<file path="src/rtl/mpp_pkg.sv">
package mpp_pkg;

  localparam int unsigned MPP_MAX_WIDTH = 1024;

  localparam int unsigned SAMPLE_W = 8;
  localparam int unsigned RESID_W  = 9;
  localparam int unsigned CFG_W_W  = 11;
  localparam int unsigned CFG_H_W  = 16;
  localparam int unsigned CFG_D_W  = 16;
  localparam int unsigned CFG_I_W  = 1;

  localparam logic [CFG_W_W-1:0] WIDTH_RESET  = 11'd640;
  localparam logic [CFG_H_W-1:0] HEIGHT_RESET = 16'd480;

  // register indexes of the configuration port
  localparam logic [CFG_I_W-1:0] REG_IMAGE_WIDTH  = 1'b0;
  localparam logic [CFG_I_W-1:0] REG_IMAGE_HEIGHT = 1'b1;

  // position flags that travel with each sample
  typedef struct packed {
    logic first_col;
    logic first_row;
    logic plane_end;
  } mpp_pos_t;

endpackage

</file>
<file path="src/rtl/mpp_position.sv">
module mpp_position
  import mpp_pkg::*;
#(
  parameter int unsigned MAX_WIDTH = MPP_MAX_WIDTH,
  localparam int unsigned CW = $clog2(MAX_WIDTH)
) (
  input  logic               clk_i,
  input  logic               rst_ni,
  input  logic               cfg_we_i,
  input  logic [CFG_I_W-1:0] cfg_index_i,
  input  logic [CFG_D_W-1:0] cfg_data_i,
  input  logic               advance_i,
  output logic [CW-1:0]      col_o,
  output mpp_pos_t           pos_o
);

  localparam int unsigned EW = (CW + 1 > CFG_W_W) ? CW + 1 : CFG_W_W;

  logic [CFG_W_W-1:0] width_q;
  logic [CFG_H_W-1:0] height_q;
  logic [CW-1:0]      col_q, col_d;
  logic [CFG_H_W-1:0] row_q, row_d;
  logic [EW-1:0]      last_col;
  logic [CFG_H_W-1:0] last_row;
  logic               end_row, end_plane;

  always_ff @(posedge clk_i or negedge rst_ni) begin
    if (!rst_ni) begin
      width_q  <= WIDTH_RESET;
      height_q <= HEIGHT_RESET;
    end else if (cfg_we_i) begin
      case (cfg_index_i)
        REG_IMAGE_WIDTH:  width_q  <= cfg_data_i[CFG_W_W-1:0];
        REG_IMAGE_HEIGHT: height_q <= cfg_data_i[CFG_H_W-1:0];
        default: ;
      endcase
    end
  end

  // clamp the width to 1..MAX_WIDTH and the height to at least 1
  always_comb begin
    if (width_q == '0) begin
      last_col = '0;
    end else if (EW'(width_q) > EW'(MAX_WIDTH)) begin
      last_col = EW'(MAX_WIDTH - 1);
    end else begin
      last_col = EW'(width_q) - EW'(1);
    end
    last_row = (height_q == '0) ? '0 : height_q - CFG_H_W'(1);
  end

  assign end_row   = EW'(col_q) >= last_col;
  assign end_plane = end_row && (row_q >= last_row);

  always_comb begin
    col_d = col_q;
    row_d = row_q;
    if (advance_i) begin
      if (end_row) begin
        col_d = '0;
        row_d = end_plane ? '0 : row_q + CFG_H_W'(1);
      end else begin
        col_d = col_q + CW'(1);
      end
    end
  end

  always_ff @(posedge clk_i or negedge rst_ni) begin
    if (!rst_ni) begin
      col_q <= '0;
      row_q <= '0;
    end else begin
      col_q <= col_d;
      row_q <= row_d;
    end
  end

  assign col_o           = col_q;
  assign pos_o.first_col = (col_q == '0);
  assign pos_o.first_row = (row_q == '0);
  assign pos_o.plane_end = end_plane;

endmodule

</file>
<file path="config.mk">
export PLATFORM = sky130hd
export DESIGN_NAME = mpp_position
export DESIGN_NICKNAME = d
export VERILOG_FILES = /design/src/rtl/mpp_pkg.sv /design/src/rtl/mpp_position.sv
export SDC_FILE = /design/constraint.sdc
export NUM_CORES = 1
export LEC_CHECK = 0
export BUFFER_PORTS_ARGS = -buffer_cell sky130_fd_sc_hd__buf_2
export CORE_MARGIN = 2
export CORE_UTILIZATION = 25
export CTS_BUF_LIST = sky130_fd_sc_hd__clkbuf_4
export DETAILED_ROUTE_END_ITERATION = 8
export GPL_TIMING_DRIVEN = 0
export SLEW_MARGIN = 20
export SYNTH_ARGS = -nofsm -noshare
export SYNTH_HDL_FRONTEND = slang
export SYNTH_SLANG_ARGS = --single-unit
</file>
<file path="constraint.sdc">
create_clock -name clk_i -period 10.6 [get_ports clk_i]
set_clock_uncertainty 0.1 [all_clocks]
set_input_delay 2.12 -clock clk_i [delete_from_list [all_inputs] [get_ports clk_i]]
set_output_delay 2.12 -clock clk_i [all_outputs]
set_load 0.02 [all_outputs]
</file>
==> results.json <==
{
  "rsz0062_at_grt": "false",
  "n_antenna_cell": 0,
  "whs_endpoint": "width_q[8]",
  "worst_slack_ns": 4.087,
  "drive_gt1_frac": 0.2161,
  "r2r-end": "row_q[13]",
  "placed_area_mm2": 0.004123,
  "min_from": "width_q[8]",
  "synth_cells": 394,
  "critical_path_buf_inv_count": 5,
  "final_cell_mix": "nand2_1 (49), dfrtp_1 (47), buf_2 (36)",
  "netlist.area_leader.share": 0.3158,
  "drt_wl_total_mm": 8.707,
  "synth.avg_cell_area_um2": 9.454,
  "track_usage": 0.1140,
  "drc_errors": 0,
  "nets": 488,
  "worstHoldPathType": "flip-flop to flip-flop",
  "numCtsBuffers": 5,
  "antenna_found_initial": 0,
  "cpMaxStageDelayCell": "or4_1",
  "placed_cells": 611,
  "synth_edf_count": 0,
  "critical_path.top_delay_family": "simple AND/OR/NAND/NOR gates",
  "maxCapViolCount": 0,
  "critPathCaptureType": "primary output",
  "dp_hpwl_mm": 6.763,
  "clock-sinks": 53,
  "setup_tns_ns": 0,
  "syn-cell-area_mm2": 0.003725,
  "relSlewSlack": 0.5423,
  "htreeDepth": 2,
  "critPathLaunchType": "flip-flop",
  "async_reset_ff_frac": 1.000,
  "clock.fmax_mhz": 153.5,
  "gp_congestion": 0.8255,
  "grt_max_degree": 54,
  "critPathMaxStageDelay_ns": 0.60,
  "synthFlopType": "dfrtp_1",
  "areaGrowthSynthToFinish_pct": 12.40,
  "synth_fp_nets": 448,
  "yosysSeqAreaShare": 0.3581,
  "required_ns": 8.38,
  "crit_type": "flip-flop to primary output",
  "hold_viol_final": 0,
  "reg2reg_slack_ns": 6.63,
  "worstReg2RegStart": "height_q[9]",
  "crit_top_cell": "buf_2",
  "layout_commonest_cell": "nand2_1",
  "die_area_mm2": 0.01589,
  "drv_slew": 0,
  "worstPathArrival_ns": 4.29,
  "grt_first_pass_wirelength_mm": 15.18,
  "core_area_mm2": 0.01453,
  "portBuffers": 33,
  "grt_pass1_vias": 3127,
  "pre_cts_ws_ns": 4.561,
  "hold_path_depth": 1,
  "yosysWarnings": 0,
  "die_w_um": 126.1,
  "total_power_w": 0.0005722,
  "clk_latency_ns": 0.39,
  "reg2reg_depth": 14,
  "ios": 34,
  "post_cts_buffers": 0,
  "drt-pass1-iter-count": 4,
  "power_density_mw_per_mm2": 136.7,
  "rows": 44,
  "synth_area_leaders": "dfrtp_1 (32%), ha_1 (11%), mux2_2 (7.6%), nand2_1 (4.9%), nand3_1 (4.4%)",
  "final_cell_count_no_fill": 619,
  "route.vias.total": 3068,
  "cts_hold_buffers": 0,
  "stdcell_area_mm2": 0.004187,
  "synth-seq-cells": 53,
  "leakage_nw": 1.862,
  "tightest_slew_ns": 0.6866,
  "yosys.area.top_type": "dfrtp_1",
  "min_period_ns": 6.513,
  "period_share": 0.6144,
  "cts_max_path_buffers": 2,
  "gr-total-overflow": 0,
  "cts_resized": 0,
  "setup_violations": 0,
  "ys_types": 58,
  "cts_tree": "yes",
  "path_cells": "or4_1 -> nor4_2 -> nand4b_1 -> clkbuf_1 -> nand2_1 -> ha_1 -> a21o_1 -> a221oi_1 -> o21a_1 -> o21a_1 -> buf_2 -> buf_2 -> nor2_1 -> buf_4 -> buf_2",
  "peakVddDrop_uv": 99.42,
  "ant_nets": 0,
  "die_h_um": 126.1,
  "via_per_inst": 4.956,
  "clkTransAtPathRegs_ns": 0.17,
  "cts_root_buf": "clkbuf_4",
  "worstPathMaxFanout": 10,
  "initial_utilization": 0.2563,
  "avgRoutedWirePerCell_um": 14.07,
  "status": "finished, final reports clean",
  "drt_iter0_drc": 123
}
stage by stage:
stage / utilization / hold slack, ns
after floorplan: - / 0.3965
after global placement: 0.2835 / 0.4295
after detailed placement: 0.2837 / 0.4416
after CTS: 0.2881 / 0.4795
after global routing: 0.2881 / 0.5134
final: 0.2881 / 0.4724
layout make-up:
type                            instances  area, µm²
Buffer                                 14      72.57
Clock buffer                            5      37.54
Clock inverter                          3      26.28
Fill cell                            1582      10350
Inverter                               15      56.30
Multi-Input combinational cell        312       2262
Sequential cell                        53       1334
Tap cell                              184      230.2
Timing Repair Buffer                   33      167.7
Yosys cell counts, types with 6 or more instances:
cell type and number:
nand2_1 49, dfrtp_1 47, ha_1 33, nand3_1 33
nor2_1 27, mux2_2 25, inv_1 15, xor2_1 14
a21oi_1 12, xnor2_1 11, nor3_1 8, o21ai_0 8
clkbuf_1 7, nor4_1 7, dfstp_2 6, nand2b_1 6
flip-flops by register name (all words and copies together), names as in the netlist:
register  cells
col_o        10
row_q        16
width_q      11
height_q     16
how the worst max path moves through the flow:
| stage | depth (start not counted) | endpoint | start |
|---|---|---|---|
| finish | 15 | pos_o[0] | height_q[9] |
| floorplan | 14 | pos_o[0] | height_q[9] |
| detailed placement | 15 | pos_o[0] | height_q[9] |
| global route | 15 | pos_o[0] | height_q[9] |
| CTS | 15 | pos_o[0] | height_q[9] |
| global placement | 15 | pos_o[0] | height_q[9] |
power breakdown:
group | switching, W | internal, W | total, W
logic | 0.000109 | 0.0000884 | 0.000198
clock network | 0.0000720 | 0.0000278 | 0.0000997
registers | 0.0000423 | 0.000232 | 0.000275
total | 0.000224 | 0.000349 | 0.000572
worst reg2reg max path, stage by stage, from the launching register on:
cell,delay [ns]
dfrtp_1,0.47
or4_1,0.60
nor4_2,0.24
nand4b_1,0.29
clkbuf_1,0.30
nand2_1,0.12
ha_1,0.24
a21o_1,0.18
a221oi_1,0.28
o21a_1,0.19
o21a_1,0.12
buf_2,0.23
nand2_2,0.10
buf_6,0.17
o41ai_4,0.26
logic make-up after synthesis:
kind of cell / synth area share
DFF: 0.3581
xor gates and xnor gates: 0.05878
adders and majority gates: 0.1109
muxes: 0.07827
buffers and inverters: 0.03460
and+or+nand+nor: 0.2210
AOI/OAI and AO/OA: 0.1384
per-layer routing:
layer / GRT usage / part of all wire / vias to the layer above
li1: - / - / 1504
met1: 0.1451 / 0.47 / 1506
met2: 0.2024 / 0.50 / 47
met3: 0.01614 / 0.025 / 11
met4: 0.02973 / 0.012 / 0
met5: 0 / 0 / -
(Power assumes the default switching activity.)
