### src/rtl/mpp_pkg.sv
package mpp_pkg;

  localparam int unsigned MPP_MAX_WIDTH = 1024;

  localparam int unsigned SAMPLE_W = 8;
  localparam int unsigned RESID_W  = 9;
  localparam int unsigned CFG_W_W  = 11;
  localparam int unsigned CFG_H_W  = 16;
  localparam int unsigned CFG_D_W  = 16;
  localparam int unsigned CFG_I_W  = 1;

  localparam logic [CFG_W_W-1:0] WIDTH_RESET  = 11'd640;
  localparam logic [CFG_H_W-1:0] HEIGHT_RESET = 16'd480;

  // register indexes of the configuration port
  localparam logic [CFG_I_W-1:0] REG_IMAGE_WIDTH  = 1'b0;
  localparam logic [CFG_I_W-1:0] REG_IMAGE_HEIGHT = 1'b1;

  // position flags that travel with each sample
  typedef struct packed {
    logic first_col;
    logic first_row;
    logic plane_end;
  } mpp_pos_t;

endpackage

### src/rtl/mpp_predict.sv
module mpp_predict
  import mpp_pkg::*;
(
  input  logic                clk_i,
  input  logic                rst_ni,
  input  logic                in_valid_i,
  output logic                in_ready_o,
  input  logic [SAMPLE_W-1:0] sample_i,
  input  mpp_pos_t            pos_i,
  input  logic [SAMPLE_W-1:0] above_i,
  output logic                out_valid_o,
  input  logic                out_ready_i,
  output logic [SAMPLE_W-1:0] prediction_o,
  output logic [RESID_W-1:0]  residual_o,
  output logic                plane_end_o
);

  logic                stg_valid_q, stg_valid_d;
  logic [SAMPLE_W-1:0] stg_sample_q;
  mpp_pos_t            stg_pos_q;
  logic [SAMPLE_W-1:0] left_q, upleft_q;
  logic                out_valid_q, out_valid_d;
  logic [SAMPLE_W-1:0] pred_q;
  logic [RESID_W-1:0]  resid_q;
  logic                end_q;

  logic                accept, advance;
  logic [SAMPLE_W-1:0] a, b, c, lo, hi, pred;
  logic [SAMPLE_W+1:0] grad;

  assign advance    = stg_valid_q && (!out_valid_q || out_ready_i);
  assign in_ready_o = !stg_valid_q || advance;
  assign accept     = in_valid_i && in_ready_o;

  // neighbours, zeroed on the first row and first column
  always_comb begin
    a    = stg_pos_q.first_col ? '0 : left_q;
    b    = stg_pos_q.first_row ? '0 : above_i;
    c    = (stg_pos_q.first_col || stg_pos_q.first_row) ? '0 : upleft_q;
    lo   = (a < b) ? a : b;
    hi   = (a < b) ? b : a;
    grad = {2'b00, a} + {2'b00, b} - {2'b00, c};
    if (c <= lo) begin
      pred = hi;
    end else if (c >= hi) begin
      pred = lo;
    end else begin
      pred = grad[SAMPLE_W-1:0];
    end
  end

  always_comb begin
    stg_valid_d = stg_valid_q;
    if (accept) begin
      stg_valid_d = 1'b1;
    end else if (advance) begin
      stg_valid_d = 1'b0;
    end
    out_valid_d = out_valid_q;
    if (advance) begin
      out_valid_d = 1'b1;
    end else if (out_ready_i) begin
      out_valid_d = 1'b0;
    end
  end

  always_ff @(posedge clk_i or negedge rst_ni) begin
    if (!rst_ni) begin
      stg_valid_q <= 1'b0;
      out_valid_q <= 1'b0;
      left_q      <= '0;
      upleft_q    <= '0;
    end else begin
      stg_valid_q <= stg_valid_d;
      out_valid_q <= out_valid_d;
      if (advance) begin
        left_q   <= stg_sample_q;
        upleft_q <= above_i;
      end
    end
  end

  always_ff @(posedge clk_i) begin
    if (accept) begin
      stg_sample_q <= sample_i;
      stg_pos_q    <= pos_i;
    end
    if (advance) begin
      pred_q  <= pred;
      resid_q <= {1'b0, stg_sample_q} - {1'b0, pred};
      end_q   <= stg_pos_q.plane_end;
    end
  end

  assign out_valid_o  = out_valid_q;
  assign prediction_o = pred_q;
  assign residual_o   = resid_q;
  assign plane_end_o  = end_q;

endmodule

### config.mk
export PLATFORM = sky130hd
export DESIGN_NAME = mpp_predict
export DESIGN_NICKNAME = d
export VERILOG_FILES = /design/src/rtl/mpp_pkg.sv /design/src/rtl/mpp_predict.sv
export SDC_FILE = /design/constraint.sdc
export NUM_CORES = 1
export LEC_CHECK = 0
export BUFFER_PORTS_ARGS = -buffer_cell sky130_fd_sc_hd__buf_4
export CORE_ASPECT_RATIO = 1.75
export CORE_MARGIN = 3
export CORE_UTILIZATION = 53
export CTS_CLUSTER_DIAMETER = 100
export DETAILED_ROUTE_END_ITERATION = 8
export HOLD_SLACK_MARGIN = 0.02
export PLACE_DENSITY_LB_ADDON = 0.3
export SYNTH_ARGS = -nofsm -noshare
export SYNTH_HDL_FRONTEND = slang
export SYNTH_SLANG_ARGS = --single-unit
### constraint.sdc
create_clock -name clk_i -period 5.43 [get_ports clk_i]
set_input_delay 0.543 -clock clk_i [delete_from_list [all_inputs] [get_ports clk_i]]
set_output_delay 0.543 -clock clk_i [all_outputs]
set_load 0.05 [all_outputs]
==> reports/metrics.csv <==
stage;metric;value;unit
sta;final hold violation count;0;
yosys;unique cell type count in the Yosys netlist;56;
sta;Clock Skew;0.0173;ns
die;Starting Density;56.0;%
critical_path;kind of critical path;reg2reg;
placement;Port Buffers;42;
power;power density cells;434;mW/mm^2
cts;CTS root buffer;clkbuf_8;
critical_path;CP bufs+invs;7;
cells_and_area;area of the multi-input gates;0.00221;mm^2
global_routing;grt total ovfl;0;
critical_path;reg2reg setup slack;0.16;ns
global_routing;vias in the first global route;3029;
sta;Final setup viols;0;
cts;clk sinks;47;
yosys;number of synthesized flops with an enable pin;29;
power;Peak VDD IR;433;uV
routing;detailed-route via count;2887;
yosys;post-synthesis mux area share;9.05;%
critical_path;cell family with most CP delay;compound AO/OA/AOI/OAI gates;
yosys;Synth Area in XOR/XNOR;2.97;%
routing;Vias/cell;5.64;
critical_path;RR Startpoint;stg_pos_q[1]$_DFFE_PP_;
global_routing;GR peak layer;met2;
yosys;post-synthesis net count;409;
die;num rows;38;
cts;htree depth;2;
cells_and_area;layout cells sized above 1;35.9;%
yosys;Simple-Gate Fraction of Synth Area;15.6;%
cts;cts bufs inserted;5;
yosys;top-area cell type share of the netlist area;24.6;%
sta;Max Slew Vio Count;0;
status;status;finished, final reports clean;
critical_path;Worst EP required;5.48;ns
global_routing;grt met2 use;43.9;%
yosys;Area contributors post-synth;edfxtp_1 25%, ha_1 13%, dfrtp_1 13%, mux2_2 5.1%, fa_1 4.0%;
sta;fin crit share;97.1;%
cts;Post-CTS Hold Buffers;0;
cts;Clk Latency, worst-skew pair;0.31;ns
cts;TritonCTS clock tree;done;
critical_path;CP endpoint kind;register;
yosys;Async SR Flop Fraction;38.3;%
critical_path;top fanout value on the critical path;6;
routing;routed len/inst;17.2;um
placement;hpwl dp;6770;um
placement;pre-CTS WS;-0.137;ns
critical_path;crit start category;register;
routing;drc violations;0;
sta;worst setup margin;0.158;ns
sta;worst hold margin;0.0953;ns
routing;detailed-router iteration count before antenna repair;4;
critical_path;worst reg2reg path depth;28;
sta;Worst Tran Pin Value;0.848;ns
yosys;Post-Synthesis Cells;342;
routing;Total Wirelength;8800;um
die;die width;67.8;um
critical_path;Worst Setup SP;stg_pos_q[1]$_DFFE_PP_;
hold_path;min-delay worst type;in2async;
flow_run;Max Cap Violations;0;
critical_path;slowest stage delay, CP;0.38;ns
yosys;flops & latches, synth;47;
critical_path;critical path depth in cells;28;
placement;GPL Wtd Cong;0.947;
yosys;Synth warnings;0;
global_routing;Tot GR Track Use;23.8;%
power;P_leak;2.07;nW
cells_and_area;most common cell after layout, fill and taps aside;buf_4;
critical_path;Most common cell on crit path;buf_4;
global_routing;first-pass GRT wire length;13800;um
cells_and_area;Final #Nets;498;
cells_and_area;diodes inserted;0;
yosys;Synth Area in Adders;17.4;%
cells_and_area;most frequent cells in the layout;90 x buf_4, 35 x ha_1, 32 x inv_1, 29 x edfxtp_1, 26 x nand2_1;
sta;Tmin final;5.27;ns
global_routing;M3 GR Usage;2.85;%
cells_and_area;Sequential Area;0.00132;mm^2
die;I/O Pins;43;
global_routing;largest net degree at the start of global routing;21;
yosys;Top FF cell, synth;edfxtp_1;
yosys;cell area after synthesis;0.00354;mm^2
die;Die ar.;0.00773;mm^2
sta;Max Fclk;190;MHz
yosys;Synth Area per Inst;10.3;um^2
routing;Antenna Nets Post-Route;0;
yosys;Synth Area in Compound Gates;12.9;%
die;Die Ht;114;um
yosys;largest family of logic cells by synthesized area;adder cells;
power;total power;1.96;mW
yosys;Synth area leader;edfxtp_1;
sta;relative slew slack;43.3;%
critical_path;CP max-delay cell;edfxtp_1;
routing;1st-iter DRT viols;126;
cells_and_area;fill count;475;
cts;Clock transition at path regs;0.10;ns
global_routing;initial antenna violation count;0;
cts;Clock Tree Buf Depth;2;
sta;setup tns final;0;ns
yosys;sequential element share of the synthesized area;37.3;%
critical_path;RR Endpoint;residual_o[7]$_DFFE_PP_;
global_routing;Global Route met1 Usage;26.3;%
die;core area;0.00632;mm^2
critical_path;crit path to;residual_o[7]$_DFFE_PP_;
cells_and_area;Area Growth Syn to Fin;27.7;%
critical_path;arrival time worst endpoint;5.32;ns
==> cell families after synthesis <==
group,count (synthesis)
adder cells (fa/ha/maj),45
XOR/XNOR,12
AO/OA/AOI/OAI,69
AND/OR/NAND/NOR,97
multiplexers,30
buffers and inverters,42
flip-flops,47
==> registers in the layout (all words and copies together), names as in the netlist <==
name,count
residual_o,9
left_q,8
prediction_o,8
stg_sample_q,8
upleft_q,8
stg_pos_q,3
out_valid_o,1
plane_end_o,1
stg_valid_q,1
==> metal layers <==
layer,vias up,share of wire (%)
li1,1390,-
met1,1403,36
met2,73,56
met3,21,3.9
met4,0,3.8
met5,-,0
==> metrics by stage <==
step                area, um^2  util [%]  std cells
floorplan                 3560         -        342
global placement          4220      66.7        495
detailed placement        4220      66.7        495
CTS                       4360      69.0        508
global route              4520      71.4        512
finish                    4520      71.4        512
==> cells in the mapped netlist, types with 11 or more instances <==
cell type,count
a21oi_1,22
dfrtp_1,18
edfxtp_1,29
ha_1,37
inv_1,32
mux2_2,16
mux2i_1,14
nand2_1,27
nand2b_1,11
nor2_1,16
nor2b_1,14
o21ai_0,15
==> area by class of cell <==
| cell class | count | area share (%) |
|---|---|---|
| Sequential cell | 47 | 29.2 |
| Inverter | 34 | 2.85 |
| Clock inverter | 3 | 0.332 |
| Multi-Input combinational cell | 253 | 48.9 |
| Timing Repair Buffer | 90 | 15.0 |
| Tap cell | 80 | 2.22 |
| Clock buffer | 5 | 1.52 |
==> worst min-delay path by stage <==
stage | startpoint | slack (ns) | depth (start not counted) | end
global route | rst_ni | 0.11 | 1 | out_valid_o$_DFFE_PN0P_
floorplan | rst_ni | 0.25 | 0 | left_q[0]$_DFFE_PN0P_
detailed placement | stg_pos_q[0]$_DFFE_PP_ | 0.42 | 0 | plane_end_o$_DFFE_PP_
finish | rst_ni | 0.1 | 1 | out_valid_o$_DFFE_PN0P_
CTS | rst_ni | 0.10 | 1 | out_valid_o$_DFFE_PN0P_
global placement | stg_pos_q[0]$_DFFE_PP_ | 0.41 | 0 | plane_end_o$_DFFE_PP_
==> power by group <==
group	switching, mW	total [mW]	internal (mW)
Clock	0.121	0.209	0.0877
Sequential	0.0321	0.527	0.494
Combinational	0.709	1.22	0.516
Total	0.862	1.96	1.10
==> timing repair <==
action,4_1_cts,5_1_grt
setup buffers,5,4
setup endpoints to repair,5,5
pin swaps,2,3
resized for setup,4,27
(Power assumes the default switching activity.)
